[src/sv/apef_pkg.sv]
package apef_pkg;

    // Fixed geometry of a frame and of the held values
    localparam int MAX_CHANNELS        = 8;
    localparam int CNT_W               = 4;
    localparam int SAMPLE_W            = 16;
    localparam int MAG_W               = 15;
    localparam int COEF_W              = 15;
    localparam int PROD_W              = MAG_W + 1 + COEF_W;
    localparam int COEF_FRAC_BITS_DEF  = 14;
    localparam logic [MAG_W-1:0] FULL_MAG = 15'h7FFF;

    // Channel sum and reciprocal divide of the merge stage
    localparam int SUM_W    = SAMPLE_W + $clog2(MAX_CHANNELS);
    localparam int RECIP_W  = 23;
    localparam int DIV_SHIFT = 22;
    localparam int QPROD_W  = SUM_W + RECIP_W;

    // Register map, index = paddr[3:2]
    localparam logic [1:0] REG_CHANNEL_COUNT  = 2'd0;
    localparam logic [1:0] REG_DECAY_COEF     = 2'd1;
    localparam logic [1:0] REG_OUTPUT_COEF    = 2'd2;
    localparam logic [1:0] REG_THUMBNAIL_MODE = 2'd3;

    localparam logic [CNT_W-1:0]  RST_CHANNEL_COUNT = 4'd2;
    localparam logic [COEF_W-1:0] RST_DECAY_COEF    = 15'd13060;
    localparam logic [COEF_W-1:0] RST_OUTPUT_COEF   = 15'd13060;

    typedef enum logic [2:0] {
        ST_IDLE,
        ST_DIV,
        ST_PEAK,
        ST_EMUL,
        ST_EWB,
        ST_SMUL,
        ST_SWB
    } t_state;

    typedef struct packed {
        logic peak_upd;
        logic mul;
        logic wb;
        logic sm_step;
        logic clr;
    } t_lane_ctl;

    typedef struct packed {
        logic load;
        logic mul;
    } t_merge_ctl;

    // Magnitude of a sample, full-scale negative saturates
    function automatic logic [MAG_W-1:0] mag15(input logic signed [SAMPLE_W-1:0] s);
        logic [SAMPLE_W-1:0] m;
        m = s[SAMPLE_W-1] ? SAMPLE_W'(-s) : SAMPLE_W'(s);
        return m[SAMPLE_W-1] ? FULL_MAG : m[MAG_W-1:0];
    endfunction

    // ceil(2^DIV_SHIFT / cnt) for cnt 1..8
    function automatic logic [RECIP_W-1:0] recip(input logic [CNT_W-1:0] cnt);
        logic [RECIP_W-1:0] r;
        case (cnt)
            4'd2:    r = 23'd2097152;
            4'd3:    r = 23'd1398102;
            4'd4:    r = 23'd1048576;
            4'd5:    r = 23'd838861;
            4'd6:    r = 23'd699051;
            4'd7:    r = 23'd599187;
            4'd8:    r = 23'd524288;
            default: r = 23'd4194304;
        endcase
        return r;
    endfunction

endpackage

[src/sv/apef_lane.sv]
module apef_lane #(
    parameter int COEF_FRAC_BITS = apef_pkg::COEF_FRAC_BITS_DEF
) (
    input  logic                         i_clk,
    input  logic                         i_rst_n,
    input  apef_pkg::t_lane_ctl          i_ctl,
    input  logic [apef_pkg::MAG_W-1:0]   i_mag,
    input  logic [apef_pkg::COEF_W-1:0]  i_env_coef,
    input  logic [apef_pkg::COEF_W-1:0]  i_sm_coef,
    output logic [apef_pkg::MAG_W-1:0]   o_result
);

    localparam int MW = apef_pkg::MAG_W;
    localparam int CW = apef_pkg::COEF_W;
    localparam int PW = apef_pkg::PROD_W;

    logic [MW-1:0]        r_peak, n_peak;
    logic [MW-1:0]        r_env, n_env;
    logic [MW-1:0]        r_sm, n_sm;
    logic signed [PW-1:0] r_prod, n_prod;

    logic [MW-1:0]           w_prev;
    logic [MW-1:0]           w_target;
    logic [CW-1:0]           w_coef;
    logic signed [MW:0]      w_diff;
    logic signed [MW+CW+1:0] w_prod_full;
    logic signed [PW-1:0]    w_q;
    logic signed [PW:0]      w_total;
    logic [MW-1:0]           w_result;

    // Select the pole being stepped: envelope follows peak, smoothed follows envelope
    always_comb begin
        w_prev   = i_ctl.sm_step ? r_sm : r_env;
        w_target = i_ctl.sm_step ? r_env : r_peak;
        w_coef   = i_ctl.sm_step ? i_sm_coef : i_env_coef;
    end

    // Multiply the error by the coefficient
    always_comb begin
        w_diff      = $signed({1'b0, w_prev}) - $signed({1'b0, w_target});
        w_prod_full = w_diff * $signed({1'b0, w_coef});
        n_prod      = $signed(w_prod_full[PW-1:0]);
    end

    // Floor shift, add target, clamp to 0..full scale
    always_comb begin
        w_q     = r_prod >>> COEF_FRAC_BITS;
        w_total = $signed({{(PW+1-MW){1'b0}}, w_target}) + $signed({w_q[PW-1], w_q});
        if (w_total[PW]) begin
            w_result = '0;
        end else if (w_total[PW-1:MW] != '0) begin
            w_result = apef_pkg::FULL_MAG;
        end else begin
            w_result = w_total[MW-1:0];
        end
    end

    // Update held state
    always_comb begin
        n_peak = r_peak;
        n_env  = r_env;
        n_sm   = r_sm;
        if (i_ctl.peak_upd && (i_mag > r_peak)) begin
            n_peak = i_mag;
        end
        if (i_ctl.clr) begin
            n_peak = '0;
        end
        if (i_ctl.wb && !i_ctl.sm_step) begin
            n_env = w_result;
        end
        if (i_ctl.wb && i_ctl.sm_step) begin
            n_sm = w_result;
        end
    end

    always_ff @(posedge i_clk) begin
        if (!i_rst_n) begin
            r_peak <= '0;
            r_env  <= '0;
            r_sm   <= '0;
        end else begin
            r_peak <= n_peak;
            r_env  <= n_env;
            r_sm   <= n_sm;
        end
    end

    // Product register, payload only
    always_ff @(posedge i_clk) begin
        if (i_ctl.mul) begin
            r_prod <= n_prod;
        end
    end

    assign o_result = w_result;

endmodule

[config.mk]
export PLATFORM = sky130hd
export DESIGN_NAME = apef_lane
export DESIGN_NICKNAME = d
export VERILOG_FILES = /design/src/sv/apef_pkg.sv /design/src/sv/apef_lane.sv
export SDC_FILE = /design/constraint.sdc
export NUM_CORES = 1
export LEC_CHECK = 0
export BUFFER_PORTS_ARGS = -buffer_cell sky130_fd_sc_hd__buf_2
export CORE_MARGIN = 2
export CORE_UTILIZATION = 67
export DETAILED_ROUTE_END_ITERATION = 6
export GPL_ROUTABILITY_DRIVEN = 0
export PLACE_DENSITY_LB_ADDON = 0.05
export SLEW_MARGIN = 20
export SYNTH_ARGS = -nofsm -noshare
export SYNTH_HDL_FRONTEND = slang
export SYNTH_SLANG_ARGS = --single-unit
[constraint.sdc]
create_clock -name i_clk -period 20.9 [get_ports i_clk]
set_input_delay 3.135 -clock i_clk [delete_from_list [all_inputs] [get_ports i_clk]]
set_output_delay 3.135 -clock i_clk [all_outputs]
set_load 0.01 [all_outputs]
==> out/qor.yml <==
finish:
  final_cell_mix: "inv_1, fa_1, nand2_1"
  multi_input_area_um2: 10720
  drive_gt1_share_pct: 9.773
  area_delta_synth_final_pct: 7.243
  fillers: 1534
  layout_commonest_cell: "inv_1"
  diodes: 0
  nNetsFinal: 1996
  regArea_um2: 1411
yosys:
  ys.flop_type: "dfxtp_1"
  yosysTopAreaCellShare_pct: 36.00
  syn_area_per_cell_um2: 8.836
  syn_inst: 1523
  synthTopCellsByArea: "fa_1, ha_1, inv_1"
  synth-edff-count: 17
  ys_ff_latch: 62
  yosysUniqueCellTypes: 66
  netlist_area_um2: 13460
  syn_nets: 1938
  ys_warn_count: 0
  ys_seq_area_share_pct: 10.49
  ys_async_sr_fraction_pct: 0
  yosysTopAreaCell: "fa_1"
timing:
  fin_crit_sh_pct: 61.46
  worst_slew_pin_slew_ns: 1.145
  setup_ws_ns: 8.055
  slew_viol_final: 0
  tns_ns: 0
  period_needed_ns: 12.85
  slew_headroom_pct: 23.14
  fin_skew_ns: 0.008308
  rsz0062_at_grt: "no"
  hold_viol: 0
  setup_viol: 0
  max_freq_ghz: 0.07785
clock_tree:
  clockBufferDepth: 2
  clk_pin_slew_ns: 0.06
  cts.repair.resized: 0
  cts_tree: "built"
  cts-hold-fix-buffers: 0
  cts.sinks: 62
  clock_latency_ns: 0.34
  cts_setup_buffers: 0
  cts_made_buffers: 9
  h-tree-depth: 3
  clockRootBuffer: "clkbuf_16"
place:
  post-place-ws_ns: 7.947
  numPortBuffers: 66
  hpwl_um: 27930
hold_path:
  hold_path.class: "reg -> reg"
  hold_path_depth: 2
  min_to: "r_sm[4]$_SDFFE_PN0P_"
  min-delay-start: "r_sm[4]$_SDFFE_PN0P_"
floorplanning:
  core_area_um2: 19590
  die_w_um: 145.7
  rows: 51
  io_pins: 67
  initial_core_util_pct: 68.70
  die_y_um: 145.7
  die_area_um2: 21240
worst_setup_path:
  worstPathArrival_ns: 12.93
  endpoint_kind: "register"
  crit_top_cell: "fa_1"
  r2r_slack_ns: 11.63
  crit_path_top_delay_cell: "fa_1"
  startpoint_type: "primary input"
  worstSetupPathType: "in -> reg"
  cp.required_ns: 20.98
  reg2reg_depth: 30
  critPathMaxFanout: 61
  crit_path_max_incr_delay_ns: 0.82
  r2r-end: "r_prod[30]$_DFFE_PP_"
  reg2reg_from: "r_peak[0]$_SDFFE_PP0P_"
grt:
  grt-ovfl-total: 0
  grt_pass1_wl_um: 55750
  grt_max_degree: 62
  antenna_found_initial: 0
  grt_pass1_vias: 10890
  grt_usage_pct: 33.32
job:
  max_cap_viol_count: 0
route:
  wirelength_um: 33760
  ant_nets: 0
  route.detailed.drc: 0
  firstDrtPassIters: 5
  drt-initial-drc-count: 751
  wl_per_cell_um: 18.24
  viasPerCell: 5.724
  vias: 10600
status:
  status: "finished, final reports clean"
[registers in the layout, summed over array words and instances, names as in the netlist]
name / count
r_env: 15
r_sm: 15
r_peak: 15
r_prod: 17
[cell usage after synthesis (all sizes together), types with 17 or more instances]
cell / n
mux2: 29
nor2: 133
nand3: 18
mux2i: 31
nand2: 204
clkbuf: 29
ha: 121
a21o: 19
a21boi: 17
dfxtp: 45
edfxtp: 17
inv: 310
o21ai: 51
a21oi: 49
xnor2: 44
fa: 242
[cell families after synthesis]
family	count (synthesis)	synth area share, %
AOI/OAI and AO/OA	190	9.539
xor gates and xnor gates	59	4.054
adders and majority gates	363	47.25
buffers and inverters	351	9.929
DFF	62	10.49
muxes	60	4.732
and+or+nand+nor	438	14.01
[final cells by class]
| cell class | count | area share [%] |
|---|---|---|
| Multi-Input combinational cell | 1110 | 74.30 |
| Sequential cell | 62 | 9.779 |
| Inverter | 310 | 8.062 |
| Timing Repair Buffer | 88 | 3.433 |
| Tap cell | 265 | 2.297 |
| Clock buffer | 10 | 1.656 |
| Clock inverter | 6 | 0.4768 |
[critical path: cells and delay by family]
family          cells  cell delay [ns]
compound gates     11             2.68
xor+xnor            1             0.20
fa+ha+maj           8             4.28
buf+inv             6             1.48
simple gates        5             1.11
[worst max-delay path by stage]
stage          slack (ns)  depth (start not counted)                   end      from
2_1_floorplan        8.88                         35  r_prod[22]$_DFFE_PP_  i_ctl[1]
3_3_place_gp         8.16                         31  r_prod[22]$_DFFE_PP_  i_ctl[1]
3_5_place_dp         7.95                         32  r_prod[30]$_DFFE_PP_  i_ctl[1]
4_1_cts              8.26                         32  r_prod[30]$_DFFE_PP_  i_ctl[1]
5_1_grt              7.43                         32  r_prod[30]$_DFFE_PP_  i_ctl[1]
6_report             8.05                         31  r_prod[30]$_DFFE_PP_  i_ctl[1]
[routing by layer]
| layer | global-route usage (%) | vias up | routed length (µm) |
|---|---|---|---|
| met1 | 46.16 | 5185 | 13890 |
| met3 | 6.332 | 83 | 2753 |
| met4 | 11.67 | 0 | 1216 |
| li1 | - | 4886 | - |
| met2 | 53.07 | 442 | 15900 |
| met5 | 0 | - | 0 |
[stage by stage]
step           std cells  util [%]  instance area, µm²  hold WS, ns
6_report            1851     73.67               14430       0.4463
3_5_place_dp        1835     72.08               14120       0.4389
3_3_place_gp        1835     72.08               14120       0.4339
4_1_cts             1851     73.65               14430       0.4474
5_1_grt             1851     73.67               14430       0.4624
2_1_floorplan       1523         -               13460       0.4255
Power is left out: the tool's default activity adds up to more than one toggle a clock period on the data nets, which glitch-free logic cannot reach.
