## src/sv/apef_pkg.sv

```systemverilog
package apef_pkg;

    // Fixed geometry of a frame and of the held values
    localparam int MAX_CHANNELS        = 8;
    localparam int CNT_W               = 4;
    localparam int SAMPLE_W            = 16;
    localparam int MAG_W               = 15;
    localparam int COEF_W              = 15;
    localparam int PROD_W              = MAG_W + 1 + COEF_W;
    localparam int COEF_FRAC_BITS_DEF  = 14;
    localparam logic [MAG_W-1:0] FULL_MAG = 15'h7FFF;

    // Channel sum and reciprocal divide of the merge stage
    localparam int SUM_W    = SAMPLE_W + $clog2(MAX_CHANNELS);
    localparam int RECIP_W  = 23;
    localparam int DIV_SHIFT = 22;
    localparam int QPROD_W  = SUM_W + RECIP_W;

    // Register map, index = paddr[3:2]
    localparam logic [1:0] REG_CHANNEL_COUNT  = 2'd0;
    localparam logic [1:0] REG_DECAY_COEF     = 2'd1;
    localparam logic [1:0] REG_OUTPUT_COEF    = 2'd2;
    localparam logic [1:0] REG_THUMBNAIL_MODE = 2'd3;

    localparam logic [CNT_W-1:0]  RST_CHANNEL_COUNT = 4'd2;
    localparam logic [COEF_W-1:0] RST_DECAY_COEF    = 15'd13060;
    localparam logic [COEF_W-1:0] RST_OUTPUT_COEF   = 15'd13060;

    typedef enum logic [2:0] {
        ST_IDLE,
        ST_DIV,
        ST_PEAK,
        ST_EMUL,
        ST_EWB,
        ST_SMUL,
        ST_SWB
    } t_state;

    typedef struct packed {
        logic peak_upd;
        logic mul;
        logic wb;
        logic sm_step;
        logic clr;
    } t_lane_ctl;

    typedef struct packed {
        logic load;
        logic mul;
    } t_merge_ctl;

    // Magnitude of a sample, full-scale negative saturates
    function automatic logic [MAG_W-1:0] mag15(input logic signed [SAMPLE_W-1:0] s);
        logic [SAMPLE_W-1:0] m;
        m = s[SAMPLE_W-1] ? SAMPLE_W'(-s) : SAMPLE_W'(s);
        return m[SAMPLE_W-1] ? FULL_MAG : m[MAG_W-1:0];
    endfunction

    // ceil(2^DIV_SHIFT / cnt) for cnt 1..8
    function automatic logic [RECIP_W-1:0] recip(input logic [CNT_W-1:0] cnt);
        logic [RECIP_W-1:0] r;
        case (cnt)
            4'd2:    r = 23'd2097152;
            4'd3:    r = 23'd1398102;
            4'd4:    r = 23'd1048576;
            4'd5:    r = 23'd838861;
            4'd6:    r = 23'd699051;
            4'd7:    r = 23'd599187;
            4'd8:    r = 23'd524288;
            default: r = 23'd4194304;
        endcase
        return r;
    endfunction

endpackage

```

## src/sv/apef_merge.sv

```systemverilog
module apef_merge (
    input  logic                                 i_clk,
    input  apef_pkg::t_merge_ctl                 i_ctl,
    input  logic signed [apef_pkg::SAMPLE_W-1:0] i_sample [apef_pkg::MAX_CHANNELS],
    input  logic [apef_pkg::MAX_CHANNELS-1:0]    i_active,
    input  logic [apef_pkg::CNT_W-1:0]           i_cnt,
    output logic [apef_pkg::MAG_W-1:0]           o_mean_mag
);

    localparam int SW = apef_pkg::SUM_W;
    localparam int QW = apef_pkg::QPROD_W;
    localparam int DS = apef_pkg::DIV_SHIFT;

    logic [SW-1:0]        r_abs_sum, n_abs_sum;
    logic [QW-1:0]        r_qprod, n_qprod;
    logic signed [SW-1:0] w_sum;
    logic [QW-DS-1:0]     w_quot;

    // Sum the active channels and take the magnitude
    always_comb begin
        w_sum = '0;
        for (int i = 0; i < apef_pkg::MAX_CHANNELS; i++) begin
            if (i_active[i]) begin
                w_sum = w_sum + $signed({{(SW-apef_pkg::SAMPLE_W){i_sample[i][apef_pkg::SAMPLE_W-1]}},
                                         i_sample[i]});
            end
        end
        n_abs_sum = w_sum[SW-1] ? SW'(-w_sum) : SW'(w_sum);
    end

    // Divide by the channel count through its reciprocal
    always_comb begin
        n_qprod = QW'(r_abs_sum) * QW'(apef_pkg::recip(i_cnt));
    end

    always_ff @(posedge i_clk) begin
        if (i_ctl.load) begin
            r_abs_sum <= n_abs_sum;
        end
        if (i_ctl.mul) begin
            r_qprod <= n_qprod;
        end
    end

    // Saturate the mean magnitude
    always_comb begin
        w_quot = r_qprod[QW-1:DS];
        if (w_quot[QW-DS-1:apef_pkg::MAG_W] != '0) begin
            o_mean_mag = apef_pkg::FULL_MAG;
        end else begin
            o_mean_mag = w_quot[apef_pkg::MAG_W-1:0];
        end
    end

endmodule

```

## config.mk

```make
export PLATFORM = sky130hd
export DESIGN_NAME = apef_merge
export DESIGN_NICKNAME = d
export VERILOG_FILES = /design/src/sv/apef_pkg.sv /design/src/sv/apef_merge.sv
export SDC_FILE = /design/constraint.sdc
export NUM_CORES = 1
export LEC_CHECK = 0
export BUFFER_PORTS_ARGS = -buffer_cell sky130_fd_sc_hd__buf_2
export CORE_AREA = 4 4 207 209
export DETAILED_ROUTE_END_ITERATION = 8
export DIE_AREA = 0 0 211 213
export HOLD_SLACK_MARGIN = 0.06
export PLACE_DENSITY = 0.73
export REMOVE_ABC_BUFFERS = 1
export SLEW_MARGIN = 25
export SYNTH_ARGS = -nofsm -noshare
export SYNTH_HDL_FRONTEND = slang
export SYNTH_SLANG_ARGS = --single-unit
```

## constraint.sdc

```tcl
create_clock -name i_clk -period 15 [get_ports i_clk]
set_clock_uncertainty 0.1 [all_clocks]
set_input_delay 0.75 -clock i_clk [delete_from_list [all_inputs] [get_ports i_clk]]
set_output_delay 0.75 -clock i_clk [all_outputs]
set_load 0.05 [all_outputs]
```

==> results of run 1 <==
-- final cells by class --
cell class              count  share of cell area
clock inverters             2             0.00253
inverters                 497              0.0786
diodes                      3            0.000316
clock buffers               6             0.00543
repair buffers            166              0.0359
multi-input cells        2018               0.800
well taps                 532              0.0280
flip-flops and latches     39              0.0493
-- sequential cells by signal, indices dropped and copies added (netlist names) --
signal	cells
r_qprod	20
r_abs_sum	19
-- worst reg2reg max path, cell delays in order, from the launching register on --
cell and delay, ps:
edfxtp_1 700, nand2_1 280, or2_2 370, inv_1 80
fa_1 400, fa_1 520, inv_1 70, fa_1 480
fa_1 520, fa_1 510, inv_1 50, fa_1 430
ha_1 300, a21o_1 180, a21o_1 160, a21oi_1 200
and3_1 260, a22o_1 200, a311o_1 330, a311oi_1 230
o311ai_1 550, a211oi_1 180, or3_1 420, a21oi_1 200
xnor2_1 80
-- synth_stat cells (17+ instances only) --
cell / number
o21bai_1: 17
o21ai_0: 87
nand2b_1: 34
and3_1: 35
fa_1: 344
nand3_1: 35
mux2i_1: 17
a21oi_1: 115
a211oi_1: 19
and2_1: 97
or3_1: 26
o21a_1: 28
ha_1: 253
a21o_1: 34
inv_1: 492
xor2_1: 42
mux2_2: 21
xnor2_1: 76
edfxtp_1: 39
clkbuf_1: 73
nor3_1: 31
nand2_1: 251
nor2_1: 142
nor2b_1: 21
-- per-layer routing --
| layer | vias to the layer above | GRT usage | share of wire |
|---|---|---|---|
| met2 | 814 | 0.504 | 0.47 |
| li1 | 8932 | - | - |
| met4 | 0 | 0.0961 | 0.040 |
| met3 | 147 | 0.0472 | 0.082 |
| met1 | 9494 | 0.413 | 0.41 |
| met5 | - | 0 | 0 |
-- kinds of logic (layout without fill, tap and decap cells) --
| kind of cell | after synthesis | count (layout) | share of synthesized area |
|---|---|---|---|
| mux | 42 | 42 | 0.0207 |
| fa+ha+maj | 597 | 597 | 0.450 |
| flops | 39 | 39 | 0.0524 |
| xor+xnor | 120 | 120 | 0.0483 |
| other cells | 0 | 3 | 0 |
| buf+inv | 583 | 671 | 0.0992 |
| compound gates | 504 | 504 | 0.160 |
| simple gates | 755 | 755 | 0.170 |
-- worst max path at each step --
stage | from | endpoint | slack, ps
2_1_floorplan | i_active[0] | r_abs_sum[8]$_DFFE_PP_ | 3900
3_3_place_gp | i_active[0] | r_abs_sum[8]$_DFFE_PP_ | 2730
3_5_place_dp | i_active[0] | r_abs_sum[8]$_DFFE_PP_ | 2210
4_1_cts | i_active[0] | r_abs_sum[8]$_DFFE_PP_ | 2500
5_1_grt | i_active[0] | r_abs_sum[8]$_DFFE_PP_ | 1450
6_report | i_active[0] | r_abs_sum[8]$_DFFE_PP_ | 2370
-- power breakdown --
group          internal (W)  total (W)  switching, W  leakage, nW
Sequential         0.000308   0.000433      0.000125        0.384
Combinational       0.00177    0.00418       0.00240         11.4
Clock             0.0000954   0.000139     0.0000440       0.0911
Total               0.00217    0.00475       0.00257         11.9
-- metrics by stage --
| stage | instances | setup slack (ps) | hold slack, ps |
|---|---|---|---|
| 4_1_cts | 3260 | 2500 | 830 |
| 6_report | 3263 | 2370 | 837 |
| 2_1_floorplan | 2554 | 3900 | 762 |
| 3_3_place_gp | 3252 | 2730 | 1120 |
| 3_5_place_dp | 3252 | 2210 | 1130 |
| 5_1_grt | 3263 | 1450 | 846 |
==> flow_summary.toml, run 1 <==
[logic_synthesis]
yosysSeqAreaShare = 0.0524
synthTopCellsByArea = "fa_1, ha_1, inv_1"
synth_area_leader_cell = "fa_1"
syn_inst = 2640
syn_area_sq_um = 22300
synth_top_area_frac = 0.308
syn_avg_cell_area_sq_um = 8.46
synth_seq_cells = 39
async_flop_share = 0
ys_warn_count = 0
yosysUniqueCellTypes = 115
ys.flop_type = "edfxtp_1"
synth_edf_count = 39

[cells_and_area]
drive_above_1_share = 0.103
final_cell_area_sq_um = 23700
final_common_cell = "inv_1"
multiInputGateArea_sq_um = 19000
n_fill_cell = 3809
num-nets-final = 3467
synthToLayoutAreaGrowth_pct = 6.27
layout.cells.most_common_list = "inv_1, fa_1, ha_1"
final-seq-area_sq_um = 1170
finish.utilization = 0.582

[clock_tree]
ctsHoldBuffers = 0
cts_resized = 0
cts_buffer_depth = 2
postCtsSetupBuffers = 0
root_buffer = "clkbuf_16"
cts_tree = "done"
h-tree-depth = 2
worstSkewPairLatency_ps = 290
clk_pin_slew_ps = 60
numCtsBuffers = 5
cts.sinks = 39

[sta]
final-hold-violation-count = 0
grt_setup_unrepaired = "no"
slew-limit-headroom = 0.340
setup_viol = 0
tightestPinTransition_ps = 987
fin_crit_ps = 12630
period_share = 0.842
slew_viol_final = 0
max_freq_mhz = 79.1
fin_setup_tns_ps = 0

[setup_path]
crit_path_end_kind = "flip-flop"
critPathRequiredTime_ps = 14920
r2r-end = "r_qprod[41]$_DFFE_PP_"
slowest_stage = "o41ai_1"
critPathMaxStageDelay_ps = 530
crit_arrival_ps = 12560
crit_path_start_kind = "input port"
reg2reg_from = "r_abs_sum[7]$_DFFE_PP_"
crit_buf_inv = 4
reg2reg_slack_ps = 6950
cp_common_cell = "ha_1"
critPathKind = "input port to flip-flop"
path_max_fanout = 22
r2r_cells = 24
cpLargestDelayFamily = "compound AO/OA/AOI/OAI gates"
worstSetupPathDepth = 54

[global_routing]
gr-total-overflow = 0
grt_pass1_wl_um = 108000
grtUsageTotal = 0.304
grt_pass1_vias = 19781
grt_max_degree = 52
antenna_found_initial = 4

[placement]
portBuffers = 157
globalplace.congestion = 0.978
post-dp-hpwl_um = 58200
dpl_cell_area_sq_um = 23500

[min_path]
min_to = "r_abs_sum[4]$_DFFE_PP_"
hold_path_class = "input port to flip-flop"
hold_depth = 1
worstHoldStart = "i_ctl[1]"

[floorplanning]
coreArea_sq_um = 40800
io_pins = 158
die_height_um = 213
dieArea_sq_um = 44900
dieWidth_um = 211
num_rows = 74
start_util = 0.547

[detailed_routing]
wire_per_inst_um = 20.8
routed_wl_um = 68000
dr_total_vias = 19387
avgViaCountPerCell = 5.94
dr.pass1.iters = 6
drtIter0Drc = 1659
drc = 0
antenna_left = 0

[power_and_ir_drop]
p_leak_nw = 11.9
ir_worst_vdd_uv = 225
total_power_w = 0.00475
p_per_area_nw_per_um2 = 200

[run]
maxCapViolations = 0

[outcome]
status = "finished, final reports clean"
Power figures use the tool's default switching activity.
==> inputs of run 2 (changes only) <==
==> constraint.sdc (replaced) <==
create_clock -name i_clk -period 12.4 [get_ports i_clk]
set_clock_uncertainty 0.1 [all_clocks]
set_input_delay 0.62 -clock i_clk [delete_from_list [all_inputs] [get_ports i_clk]]
set_output_delay 0.62 -clock i_clk [all_outputs]
set_load 0.05 [all_outputs]
==> run 2 against run 1 <==
Combinational power grew 25%. Clock-buffer cell count shrank 1. Clock power shrank 10%. Sequential share of layout area is essentially flat. Critical path type unchanged. Wire length shrank 1.2%. Sequential power grew 21%. Register-to-register slack lost 2600 ps. Flip-flop and latch count is the same. Critical endpoint is now r_abs_sum[13]$_DFFE_PP_.
==> flow_summary.toml, run 2 (synthesized netlist as in run 1, its figures left out) <==
[setup_path]
cp_common_cell = "ha_1"
path_max_fanout = 9
critPathKind = "input port to flip-flop"
critPathMaxStageDelay_ps = 510
slowest_stage = "or3b_2"
crit_path_start_kind = "input port"
critPathRequiredTime_ps = 12330
crit_arrival_ps = 11720
crit_path_end_kind = "flip-flop"
r2r_cells = 24

[sta]
fin_setup_tns_ps = 0
slew_viol_final = 0
max_freq_mhz = 84.8
slew-limit-headroom = 0.269
final-hold-violation-count = 0
setup_viol = 0
fin_crit_ps = 11790
period_share = 0.951
tightestPinTransition_ps = 1090

[detailed_routing]
routed_wl_um = 67100
dr_total_vias = 19581
antenna_left = 0
dr.pass1.iters = 6
avgViaCountPerCell = 5.98
drtIter0Drc = 1735
drc = 0
wire_per_inst_um = 20.5

[min_path]
hold_path_class = "input port to flip-flop"
hold_depth = 1

[floorplanning]
die_height_um = 213
io_pins = 158
dieArea_sq_um = 44900
dieWidth_um = 211
coreArea_sq_um = 40800
start_util = 0.547
num_rows = 74

[clock_tree]
cts_tree = "done"
ctsHoldBuffers = 0
h-tree-depth = 2
numCtsBuffers = 5
clk_pin_slew_ps = 60
root_buffer = "clkbuf_16"
worstSkewPairLatency_ps = 290
cts.sinks = 39
cts_buffer_depth = 2

[global_routing]
met3_usage = 0.0395
antenna_found_initial = 5
grt_use_met1 = 0.401
gr-total-overflow = 0
grtUsageTotal = 0.293
grt_use_met2 = 0.483
grt_max_degree = 52
grt_pass1_vias = 19559
grt_pass1_wl_um = 104000
grt.busiest_layer = "met2"

[cells_and_area]
reg_top3 = "r_qprod x20, r_abs_sum x19"
n_fill_cell = 3679
regMostFlops = "r_qprod"
num-nets-final = 3479
final_cell_area_sq_um = 24000
final_common_cell = "inv_1"
largest_reg_flops = 20
drive_above_1_share = 0.114
layout.cells.most_common_list = "inv_1, fa_1, ha_1"
synthToLayoutAreaGrowth_pct = 7.20

[placement]
globalplace.congestion = 0.964
dpl_cell_area_sq_um = 23600
post-dp-hpwl_um = 56900
portBuffers = 157

[power_and_ir_drop]
p_leak_nw = 11.9
p_per_area_nw_per_um2 = 245
ir_worst_vdd_uv = 286

[outcome]
status = "finished, final reports clean"

[run]
maxCapViolations = 0
run 2: cell count changes in the layout (fill, tap and decap cells not counted), sizes merged:
cell      before  now
xnor3          2    5
diode          3    4
bufinv         2    0
clkinvlp       0    1
clkinv         1    3
buf          166  175
clkbuf         6    5
run 2: power breakdown:
group	switching, W	leakage, nW	total, W	internal, W
Sequential	0.000151	0.384	0.000523	0.000373
Clock	0.0000521	0.0649	0.000125	0.0000731
Combinational	0.00297	11.5	0.00521	0.00225
Total	0.00317	11.9	0.00586	0.00269
run 2: final cells by class:
class | count | area [sq um] | share of cell area
diodes | 4 | 10.0 | 0.000418
repair buffers | 175 | 921 | 0.0384
clock inverters | 3 | 15.0 | 0.000627
clock buffers | 5 | 125 | 0.00522
inverters | 497 | 1870 | 0.0779
multi-input cells | 2021 | 19200 | 0.801
flip-flops and latches | 39 | 1170 | 0.0489
well taps | 532 | 666 | 0.0278
run 2: worst paths after layout:
kind	from	endpoint	slack [ps]
worst max-delay path	i_active[0]	r_abs_sum[13]$_DFFE_PP_	610
worst min-delay path	i_ctl[1]	r_abs_sum[2]$_DFFE_PP_	710
worst max register to register	r_abs_sum[7]$_DFFE_PP_	r_qprod[41]$_DFFE_PP_	4340
worst min register to register	r_abs_sum[18]$_SDFFCE_PP0P_	r_qprod[41]$_DFFE_PP_	1420
run 2: per-stage QoR:
| step | power (W) | setup slack, ps | utilization | hold WS [ps] | cells |
|---|---|---|---|---|---|
| 4_1_cts | 0.00564 | 258 | 0.581 | 709 | 3265 |
| 3_5_place_dp | 0.00545 | -8.87 | 0.577 | 1010 | 3257 |
| 2_1_floorplan | 0.00421 | 1430 | - | 632 | 2554 |
| 3_3_place_gp | 0.00531 | 350 | 0.577 | 987 | 3257 |
| 6_report | 0.00586 | 611 | 0.587 | 711 | 3276 |
| 5_1_grt | 0.00649 | -26.4 | 0.587 | 723 | 3276 |
run 2: repair_timing:
item | 4_1_cts | 5_1_grt
resized for setup | 0 | 31
endpoints found under the setup margin | 0 | 18
setup buffers | 0 | 4
run 2: per-layer routing:
metal,wire [um],up-vias
met5,0,-
li1,-,8951
met3,5840,150
met2,31400,915
met4,2720,0
met1,27200,9565
run 2: worst max-delay path: cells and delay by family:
kind	cells	cell delay, ps
compound gates	23	4600
fa+ha+maj	8	2680
simple gates	11	1720
xor+xnor	7	1120
mux	2	550
buf+inv	4	410
